### src/rtl/shcr_pkg.sv
// package with shared types and constants of the crossfeed reverb block
`timescale 1ns / 1ps
`default_nettype none
package shcr_pkg;

    localparam int W_TAP_ONE   = 40632;
    localparam int W_TAP_TWO   = 31457;
    localparam int W_TAP_THREE = 22282;

    localparam logic [2:0] REG_CROSS    = 3'd0;
    localparam logic [2:0] REG_ROOM     = 3'd1;
    localparam logic [2:0] REG_WIDTH    = 3'd2;
    localparam logic [2:0] REG_FEEDBACK = 3'd3;
    localparam logic [2:0] REG_SHADOW   = 3'd4;
    localparam logic [2:0] REG_DAMP     = 3'd5;
    localparam logic [2:0] REG_TRIM     = 3'd6;

    typedef struct packed {
        logic [15:0] cross_gain;
        logic [15:0] room_gain;
        logic [15:0] width_gain;
        logic [14:0] feedback_gain;
        logic [15:0] shadow_coef;
        logic [15:0] damp_coef;
        logic [16:0] out_trim;
    } shcr_cfg_t;

endpackage
`default_nettype wire

### src/rtl/shcr_regs.sv
// configuration register file on an apb-style port
`timescale 1ns / 1ps
`default_nettype none
module shcr_regs
    import shcr_pkg::*;
(
    input  wire logic        clk,
    input  wire logic        rst_n,
    input  wire logic        psel,
    input  wire logic        penable,
    input  wire logic        pwrite,
    input  wire logic [4:0]  paddr,
    input  wire logic [31:0] pwdata,
    output logic      [31:0] prdata,
    output shcr_cfg_t        cfg
);
    shcr_cfg_t cfg_reg;
    logic [2:0] idx;

    assign idx = paddr[4:2];
    assign cfg = cfg_reg;

    always_ff @(posedge clk or negedge rst_n)
    begin
        if (!rst_n)
        begin
            cfg_reg.cross_gain    <= '0;
            cfg_reg.room_gain     <= '0;
            cfg_reg.width_gain    <= 16'd16384;
            cfg_reg.feedback_gain <= '0;
            cfg_reg.shadow_coef   <= 16'd8796;
            cfg_reg.damp_coef     <= 16'd24086;
            cfg_reg.out_trim      <= 17'd65536;
        end
        else if (psel && penable && pwrite)
        begin
            case (idx)
                REG_CROSS:    cfg_reg.cross_gain    <= pwdata[15:0];
                REG_ROOM:     cfg_reg.room_gain     <= pwdata[15:0];
                REG_WIDTH:    cfg_reg.width_gain    <= pwdata[15:0];
                REG_FEEDBACK: cfg_reg.feedback_gain <= pwdata[14:0];
                REG_SHADOW:   cfg_reg.shadow_coef   <= pwdata[15:0];
                REG_DAMP:     cfg_reg.damp_coef     <= pwdata[15:0];
                REG_TRIM:     cfg_reg.out_trim      <= pwdata[16:0];
                default: ;
            endcase
        end
    end

    always_comb
    begin
        prdata = '0;
        case (idx)
            REG_CROSS:    prdata = {16'd0, cfg_reg.cross_gain};
            REG_ROOM:     prdata = {16'd0, cfg_reg.room_gain};
            REG_WIDTH:    prdata = {16'd0, cfg_reg.width_gain};
            REG_FEEDBACK: prdata = {17'd0, cfg_reg.feedback_gain};
            REG_SHADOW:   prdata = {16'd0, cfg_reg.shadow_coef};
            REG_DAMP:     prdata = {16'd0, cfg_reg.damp_coef};
            REG_TRIM:     prdata = {15'd0, cfg_reg.out_trim};
            default:      prdata = '0;
        endcase
    end
endmodule
`default_nettype wire

### config.mk
export PLATFORM = sky130hd
export DESIGN_NAME = shcr_regs
export DESIGN_NICKNAME = d
export VERILOG_FILES = /design/src/rtl/shcr_pkg.sv /design/src/rtl/shcr_regs.sv
export SDC_FILE = /design/constraint.sdc
export NUM_CORES = 1
export LEC_CHECK = 0
export BUFFER_PORTS_ARGS = -buffer_cell sky130_fd_sc_hd__buf_2
export CAP_MARGIN = 25
export CORE_MARGIN = 2
export CORE_UTILIZATION = 43
export CTS_CLUSTER_DIAMETER = 50
export DETAILED_ROUTE_END_ITERATION = 8
export PLACE_DENSITY_LB_ADDON = 0.25
export SLEW_MARGIN = 5
export SYNTH_ARGS = -nofsm -noshare
export SYNTH_HDL_FRONTEND = slang
export SYNTH_SLANG_ARGS = --single-unit
### constraint.sdc
create_clock -name clk -period 1.8 [get_ports clk]
set_input_delay 0 -clock clk [delete_from_list [all_inputs] [get_ports clk]]
set_output_delay 0 -clock clk [all_outputs]
set_load 0.02 [all_outputs]
==> out/qor.yml, run 1 <==
run_status:
  status: "finished clean"
clock_tree:
  clk_pin_slew_ns: 0.07
  cts_max_level: 3
  cts_tree: "yes"
  clock_path_buffers: 2
  clock-root-buffer: "clkbuf_16"
  clock_sinks: 112
  numCtsBuffers: 9
  insertion_delay_ns: 0.34
power:
  totalPowerFinal_uw: 7940
  peakVddDrop_v: 0.0006525
  p_sw_uw: 2634
  leakagePower_uw: 0.003388
  sw_frac_of_total_pct: 33.18
  p_comb_share_pct: 29.9
  p_clk_share_pct: 26.8
  p_int_uw: 5306
  seq_power_share_pct: 43.3
  p_per_area_mw_per_mm2: 1149
global_route:
  grt_util_all_layers_pct: 22.03
  first_global_vias: 3885
  grt_pass1_wl_um: 21980
  grt_max_degree: 113
  grt_overflow: 0
  antenna_found_initial: 1
synth:
  synthDistinctLibCells: 34
  ys.warnings.count: 0
  syn_area_mm2: 0.005349
  ys_ff_latch: 112
  synth_cells: 384
  avgSynthCellArea_um2: 13.93
  ys_seq_area_share_pct: 52.77
placed_design:
  port_buffers: 153
  dpl_cell_area_mm2: 0.006406
  dp_hpwl_um: 10100
  place_congestion: 0.8099
detailed_routing:
  wl_per_cell_um: 19.52
  drc: 0
  ant_nets: 0
  wl_um: 14480
  vias: 3861
  viasPerCell: 5.204
  first_iter_violations: 147
  drt_pass1_iterations: 4
floorplan:
  io_pins: 186
  initial_core_util_pct: 44.35
  fp.dieW_um: 115.5
  rows: 40
  core_mm2: 0.01206
  die_h_um: 115.5
  dieArea_mm2: 0.01335
worst_hold_path:
  holdPathEnd: "cfg[96]$_DFFE_PN0P_"
  hold_class: "in -> reg"
  whs_path_depth: 4
  min-delay-start: "penable"
finish:
  diodes: 0
  final_nets: 611
  multi_input_area_mm2: 0.002317
  stdcell_area_mm2: 0.006908
  fillers: 1009
  final_common_cell: "buf_2"
  largest_register_ffs: 112
  layout-drive-gt1-share_pct: 61.32
  final_cell_mix: "buf_2 (152), mux2_2 (127), dfrtp_1 (96)"
  syn_to_final_growth_pct: 29.15
  register_area_mm2: 0.002823
timing:
  tightest_slew_ns: 0.8982
  fin_skew_ns: 0
  hold_viol: 0
  rsz0062_at_grt: "false"
  drv_slew: 0
  max_freq_ghz: 0.6089
  period_share_pct: 91.25
  final.setup.tns_ns: 0
  maxSlewHeadroom_pct: 40.00
  finalSetupViolations: 0
  period_minus_slack_ns: 1.642
  holdWs_ns: 0.2646
setup_path:
  criticalPathCategory: "reg -> out"
  worst-path-max-fanout: 3
  rr_endpoint: "cfg[22]$_DFFE_PN0P_"
  rr_startpoint: "cfg[22]$_DFFE_PN0P_"
  cp.required_ns: 1.80
  end_kind: "output port"
  rrSetupSlack_ns: 1.00
  r2r_cells: 1
  worstPathArrival_ns: 1.64
  startpoint_type: "flop"
run:
  drv_cap: 0
[cell families after synthesis]
kind of cell	Yosys count	share of synthesized area [%]
and+or+nand+nor	39	5.169
buffers and inverters	42	4.936
DFF	112	52.77
muxes	146	30.53
AOI/OAI and AO/OA	44	6.526
other	1	0.07011
[final cells by class]
cell class	count	area share [%]
inverter	2	0.1087
multi-input combinational	244	33.54
sequential	112	40.86
clock inverter	6	1.195
clock buffer	10	3.460
timing repair buffer	200	17.79
tap	168	3.043
[metal layers]
metal	wire length [um]	GRT usage, %	vias up	part of all wire, %
met4	91	5.221	2	0.63
li1	-	-	1769	-
met2	7141	36.49	125	49
met5	13	0	-	0.090
met3	901	5.596	10	6.2
met1	6336	29.27	1955	44
[worst max-delay path by stage]
stage                                   start    endpoint  slack (ns)  depth (start not counted)
after floorplan           cfg[35]$_DFFE_PN1P_   prdata[2]        0.42                          3
after global placement               paddr[4]  prdata[15]        0.28                          5
after detailed placement             paddr[4]  prdata[15]        0.26                          5
after CTS                 cfg[24]$_DFFE_PN0P_   prdata[7]        0.13                          3
after global routing      cfg[45]$_DFFE_PN0P_  prdata[12]        0.07                          4
final                     cfg[24]$_DFFE_PN0P_   prdata[7]        0.16                          3
[critical path, stage by stage (launching register included)]
cell     delay, ns
dfrtp_1       0.40
mux4_2        0.48
mux2_2        0.27
buf_2         0.16
[cells in the mapped netlist]
cell | instances | area, um^2
mux2_2 | 127 | 1430
nor3b_1 | 3 | 22.52
o22ai_1 | 2 | 12.51
mux4_2 | 1 | 22.52
nand4b_1 | 1 | 8.760
buf_2 | 10 | 50.05
dfrtp_1 | 96 | 2402
buf_4 | 23 | 172.7
nor2b_1 | 3 | 18.77
a211oi_1 | 1 | 7.510
or3_1 | 1 | 6.260
nand4_2 | 1 | 12.51
inv_1 | 2 | 7.510
buf_6 | 1 | 11.26
o22a_1 | 5 | 43.79
nor3_4 | 2 | 32.53
conb_1 | 1 | 3.750
dfstp_2 | 16 | 420.4
nand4b_4 | 1 | 23.77
mux2i_1 | 18 | 180.2
a32o_1 | 1 | 10.01
nand2b_1 | 2 | 12.51
nand2_1 | 14 | 52.55
a221oi_1 | 16 | 140.1
nor2_4 | 4 | 45.04
a21oi_1 | 6 | 30.03
buf_1 | 1 | 3.750
a21boi_0 | 1 | 7.510
a32oi_1 | 6 | 52.55
nor2_1 | 1 | 3.750
o211ai_1 | 6 | 45.04
nor2_2 | 1 | 6.260
clkbuf_1 | 5 | 18.77
and3_1 | 5 | 31.28
[what timing repair did]
item / in CTS / in global routing
buffers inserted: 0 / 0
resized for setup: 0 / 0
hold endpoints to repair: 208 / 0
hold buffers: 18 / 0
[power by group through the flow]
stage                     Sequential [uW]  Clock [uW]  Combinational [uW]
after floorplan                      4040           0                 899
final                                3440        2130                2370
after detailed placement             3490           0                2360
after global placement               3460           0                2330
after global routing                 3520        2280                2540
after CTS                            3440        2180                2390
[through the flow]
| step | cells | setup slack (ns) | util (%) |
|---|---|---|---|
| finish | 742 | 0.1576 | 57.27 |
| global route | 742 | 0.07470 | 57.27 |
| detailed placement | 708 | 0.2600 | 53.11 |
| floorplan | 398 | 0.4247 | - |
| global placement | 708 | 0.2833 | 53.11 |
| CTS | 742 | 0.1339 | 57.27 |
Power figures use the tool's default switching activity.
==> run 2, diff against run 1 <==
--- a/config.mk
+++ b/config.mk
@@ -12,5 +12,5 @@
 export CTS_CLUSTER_DIAMETER = 50
 export DETAILED_ROUTE_END_ITERATION = 8
-export PLACE_DENSITY_LB_ADDON = 0.25
+export PLACE_DENSITY_LB_ADDON = 0.15
 export SLEW_MARGIN = 5
 export SYNTH_ARGS = -nofsm -noshare
==> constraint.sdc (replaced) <==
create_clock -name clk -period 1.8 [get_ports clk]
set_input_delay 0 -clock clk [delete_from_list [all_inputs] [get_ports clk]]
set_output_delay 0 -clock clk [all_outputs]
set_load 0.005 [all_outputs]
==> run 2 against run 1 <==
Effect of this change:
- core utilization decreased by 0.28 points
- total power decreased by 12%
- first-iteration DRC count increased by 48%
- via count increased by 2.1%
- non-clock buffer count increased by 8
- combinational power decreased by 29%
- critical path depth unchanged
- critical path type unchanged
- critical endpoint unchanged
==> out/qor.yml, run 2 (synthesis gave the netlist of run 1 again) <==
run_status:
  status: "finished clean"
power:
  p_int_uw: 5061
  seq_power_share_pct: 49.2
  p_per_area_mw_per_mm2: 1021
  leakagePower_uw: 0.003394
  p_comb_share_pct: 24.0
  peakVddDrop_v: 0.0007984
  sw_frac_of_total_pct: 27.91
  p_clk_share_pct: 26.8
  p_sw_uw: 1959
clock_tree:
  cts_tree: "yes"
  clock_path_buffers: 2
  clock-root-buffer: "clkbuf_16"
  numCtsBuffers: 9
  cts_max_level: 3
  clock_sinks: 112
  clk_pin_slew_ns: 0.07
  insertion_delay_ns: 0.35
  cts_resized: 0
timing:
  hold_viol: 0
  max_freq_ghz: 0.6248
  finalSetupViolations: 0
  rsz0062_at_grt: "false"
  final.setup.tns_ns: 0
  fin_skew_ns: 0
  period_share_pct: 88.92
  layout_setup_ws_ns: 0.1994
  maxSlewHeadroom_pct: 55.14
  drv_slew: 0
  tightest_slew_ns: 0.6722
  period_minus_slack_ns: 1.601
setup_path:
  worst-path-max-fanout: 3
  slowest_delay_ns: 0.46
  critPathSlowestCell: "mux4_2"
  worstPathArrival_ns: 1.60
  crit_path_start: "cfg[24]$_DFFE_PN0P_"
  path_cells: "mux4_2 > mux2_2 > buf_2"
  crit_family: "multiplexers"
  rr_startpoint: "cfg[3]$_DFFE_PN0P_"
  criticalPathCategory: "reg -> out"
  startpoint_type: "flop"
  cp.required_ns: 1.80
  rrSetupSlack_ns: 1.00
  crit_buf_inv: 1
  end_kind: "output port"
  r2r_cells: 1
  crit_cells: 3
finish:
  final_common_cell: "buf_2"
  final_core_util_pct: 56.99
  final_cell_mix: "buf_2 (152), mux2_2 (127), dfrtp_1 (96)"
  largest_register_ffs: 112
  diodes: 0
  syn_to_final_growth_pct: 28.51
  layout-drive-gt1-share_pct: 61.34
  fillers: 1015
  final_nets: 619
floorplan:
  dieArea_mm2: 0.01335
  fp.dieW_um: 115.5
  rows: 40
  io_pins: 186
  die_h_um: 115.5
  initial_core_util_pct: 44.35
  core_mm2: 0.01206
detailed_routing:
  vias: 3942
  first_iter_violations: 218
  ant_nets: 0
  wl_per_cell_um: 19.50
  drt_pass1_iterations: 4
  viasPerCell: 5.256
  drc: 0
  wl_um: 14630
placed_design:
  pre_cts_ws_ns: 0.2462
  port_buffers: 153
  place_congestion: 0.8498
  dp_hpwl_um: 10520
worst_hold_path:
  hold_class: "in -> async"
global_route:
  grt_max_degree: 44
  grt_overflow: 0
  grt_pass1_wl_um: 22160
  grt_util_all_layers_pct: 22.28
  first_global_vias: 3936
  antenna_found_initial: 1
run:
  drv_cap: 0
==> run 2: changes by cell type in the layout (fill, tap and decap cells not counted), moves of 2 or more <==
| cell | delta |
|---|---|
| buf_12 | -4 |
| clkinv_2 | -2 |
| bufinv_16 | -2 |
| clkbuf_1 | +3 |
| buf_4 | +12 |
==> run 2: stage by stage <==
step,power [uW],hold WS [ns],std cells,cell area [um^2]
CTS,7090,0.1272,750,6874
global placement,5114,-0.03513,716,6416
finish,7020,0.1294,750,6874
floorplan,4271,-0.2956,398,5401
detailed placement,5168,-0.03203,716,6416
global route,7405,0.1804,750,6874
==> run 2: cell type report <==
cell class	count	area, um^2	share of cell area (%)
Tap cell	168	210.2	3.058
Multi-Input combinational cell	244	2317	33.71
Inverter	2	7.507	0.1092
Clock buffer	14	264.0	3.841
Clock inverter	2	13.76	0.2002
Sequential cell	112	2823	41.06
Timing Repair Buffer	208	1239	18.02
==> run 2: power groups by stage <==
stage               logic [uW]  registers, uW  clock network, uW
detailed placement        1670           3500                  0
global route              1840           3520               2040
finish                    1680           3460               1880
CTS                       1710           3450               1930
global placement          1640           3470                  0
floorplan                  806           3470                  0
==> run 2: path summary, 6_finish.rpt <==
check                                       to
max                                  prdata[7]
min                        cfg[71]$_DFFE_PN0P_
max reg2reg                 cfg[3]$_DFFE_PN0P_
min reg2reg                 cfg[8]$_DFFE_PN0P_
max in group asynchronous  cfg[42]$_DFFE_PN1P_
min in group clk           cfg[64]$_DFFE_PN0P_
==> run 2: timing repair <==
| action | CTS | global route |
|---|---|---|
| endpoints found under the hold margin | 179 | 0 |
| hold buffers | 18 | 0 |
| buffers inserted | 0 | 0 |
==> run 2: routing by layer <==
metal | GRT usage [%] | vias to the layer above | share of wire, % | wire, um
met5 | 0 | - | 0.075 | 11
met4 | 4.739 | 2 | 0.96 | 141
met3 | 6.067 | 13 | 4.8 | 708
met2 | 37.15 | 129 | 50 | 7296
met1 | 29.32 | 2024 | 44 | 6468
li1 | - | 1774 | - | -
==> run 3, diff against run 2 <==
- clock period: 1.8 -> 2.01 ns (I/O delays scaled with it)
==> run 3 against run 2 <==
Effect of this change:
- hold slack worse by 0.055 ns
- clock skew unchanged
- cell area rose by 0.60%
- final cell count down 1.6%
- die area is the same
- total power down 7.0%
- non-clock buffer count fell by 12
- register-to-register slack better by 0.22 ns
- first-iteration DRC count is 28% lower
- largest power group unchanged
==> out/qor.yml, run 3 (synthesis gave the netlist of run 1 again) <==
power:
  peakVddDrop_v: 0.0005618
  p_per_area_mw_per_mm2: 943.7
  leakagePower_uw: 0.003377
run:
  drv_cap: 0
worst_hold_path:
  hold_class: "in -> async"
placed_design:
  dpl_cell_area_mm2: 0.006414
  place_congestion: 0.7745
  pre_cts_ws_ns: 0.4356
  dp_hpwl_um: 9999
  port_buffers: 153
global_route:
  grt_pass1_wl_um: 22150
  grt_overflow: 0
  first_global_vias: 3842
  grt_use_met1_pct: 30.28
  grtUsageMet2_pct: 35.63
  gr-usage-met3_pct: 5.282
  grt_util_all_layers_pct: 22.26
  grt_max_degree: 67
  top_usage_layer: "met2"
  antenna_found_initial: 1
detailed_routing:
  drc: 0
  ant_nets: 0
  wl_per_cell_um: 19.50
  vias: 3915
  first_iter_violations: 157
  viasPerCell: 5.305
  wl_um: 14390
  drt_pass1_iterations: 4
timing:
  finalSetupViolations: 0
  hold_viol: 0
  rsz0062_at_grt: "false"
  layout_setup_ws_ns: 0.4088
  period_share_pct: 79.66
  final.setup.tns_ns: 0
  maxSlewHeadroom_pct: 56.05
  max_freq_ghz: 0.6245
  drv_slew: 0
  period_minus_slack_ns: 1.601
  fin_skew_ns: 0
  tightest_slew_ns: 0.6585
finish:
  final_cell_mix: "buf_2 (152), mux2_2 (127), dfrtp_1 (96)"
  register_area_mm2: 0.002823
  largest_register_ffs: 112
  final_common_cell: "buf_2"
  diodes: 0
  stdcell_area_mm2: 0.006915
  fillers: 1017
  syn_to_final_growth_pct: 29.29
  layout-drive-gt1-share_pct: 60.88
  final_nets: 607
  multi_input_area_mm2: 0.002317
clock_tree:
  clock-root-buffer: "clkbuf_16"
  clk_pin_slew_ns: 0.07
  post_cts_buffers: 0
  cts_max_level: 3
  cts_tree: "yes"
  clock_path_buffers: 2
  numCtsBuffers: 9
  insertion_delay_ns: 0.34
  cts_resized: 0
  clock_sinks: 112
setup_path:
  slowest_delay_ns: 0.46
  rrSetupSlack_ns: 1.22
  worst-path-max-fanout: 3
  criticalPathCategory: "reg -> out"
  end_kind: "output port"
  path_cells: "mux4_2 > mux2_2 > buf_2"
  cp.required_ns: 2.01
  crit_family: "multiplexers"
  crit_buf_inv: 1
  critPathSlowestCell: "mux4_2"
  startpoint_type: "flop"
  worstPathArrival_ns: 1.60
floorplan:
  core_mm2: 0.01206
  dieArea_mm2: 0.01335
  rows: 40
  io_pins: 186
  die_h_um: 115.5
  initial_core_util_pct: 44.35
  fp.dieW_um: 115.5
run_status:
  status: "finished clean"
run 3: cell count changes in the layout (fill, tap and decap cells not counted):
| cell | before | now |
|---|---|---|
| buf_12 | 1 | 8 |
| clkbuf_8 | 2 | 1 |
| buf_4 | 37 | 18 |
| clkinv_2 | 1 | 2 |
| inv_6 | 0 | 1 |
| clkbuf_1 | 3 | 1 |
| clkinv_4 | 1 | 0 |
| bufinv_16 | 0 | 2 |
run 3: final timing paths:
path,startpoint,endpoint,cells after the start
max,cfg[40]$_DFFE_PN0P_,prdata[7],3
min,rst_n,cfg[56]$_DFFE_PN0P_,2
max reg2reg,cfg[107]$_DFFE_PN0P_,cfg[107]$_DFFE_PN0P_,1
min reg2reg,cfg[68]$_DFFE_PN0P_,cfg[68]$_DFFE_PN0P_,1
max in group asynchronous,rst_n,cfg[18]$_DFFE_PN1P_,3
min in group clk,penable,cfg[29]$_DFFE_PN1P_,4
run 3: metal layers:
metal | vias up | wire, um
met3 | 15 | 974
met4 | 2 | 156
li1 | 1759 | -
met2 | 147 | 6899
met5 | - | 11
met1 | 1992 | 6352
run 3: area by class of cell:
type	instances	area share [%]
Tap cell	168	3.040
Clock inverter	5	1.140
Timing Repair Buffer	196	17.88
Inverter	2	0.1086
Multi-Input combinational cell	244	33.51
Sequential cell	112	40.82
Clock buffer	11	3.510
run 3: power breakdown:
group	switching, uW	leakage [uW]	total, uW	internal (uW)
combinational	637	0.00182	1510	874
clock	813	0.000160	1940	1130
sequential	332	0.00139	3070	2740
total	1780	0.00338	6530	4740
run 3: through the flow:
stage                     hold slack, ns  power [uW]  std cells  util (%)
after CTS                        0.07498        6588        738     57.33
after detailed placement        -0.09589        4617        704     53.17
final                            0.07405        6526        738     57.33
after global routing              0.1115        6888        738     57.33
after floorplan                  -0.2956        3825        398         -
after global placement          -0.09887        4571        704     53.17
run 3: what timing repair did:
| item | CTS | global route |
|---|---|---|
| hold buffers | 18 | 0 |
| setup endpoints to repair | 0 | 0 |
| hold endpoints to repair | 208 | 0 |
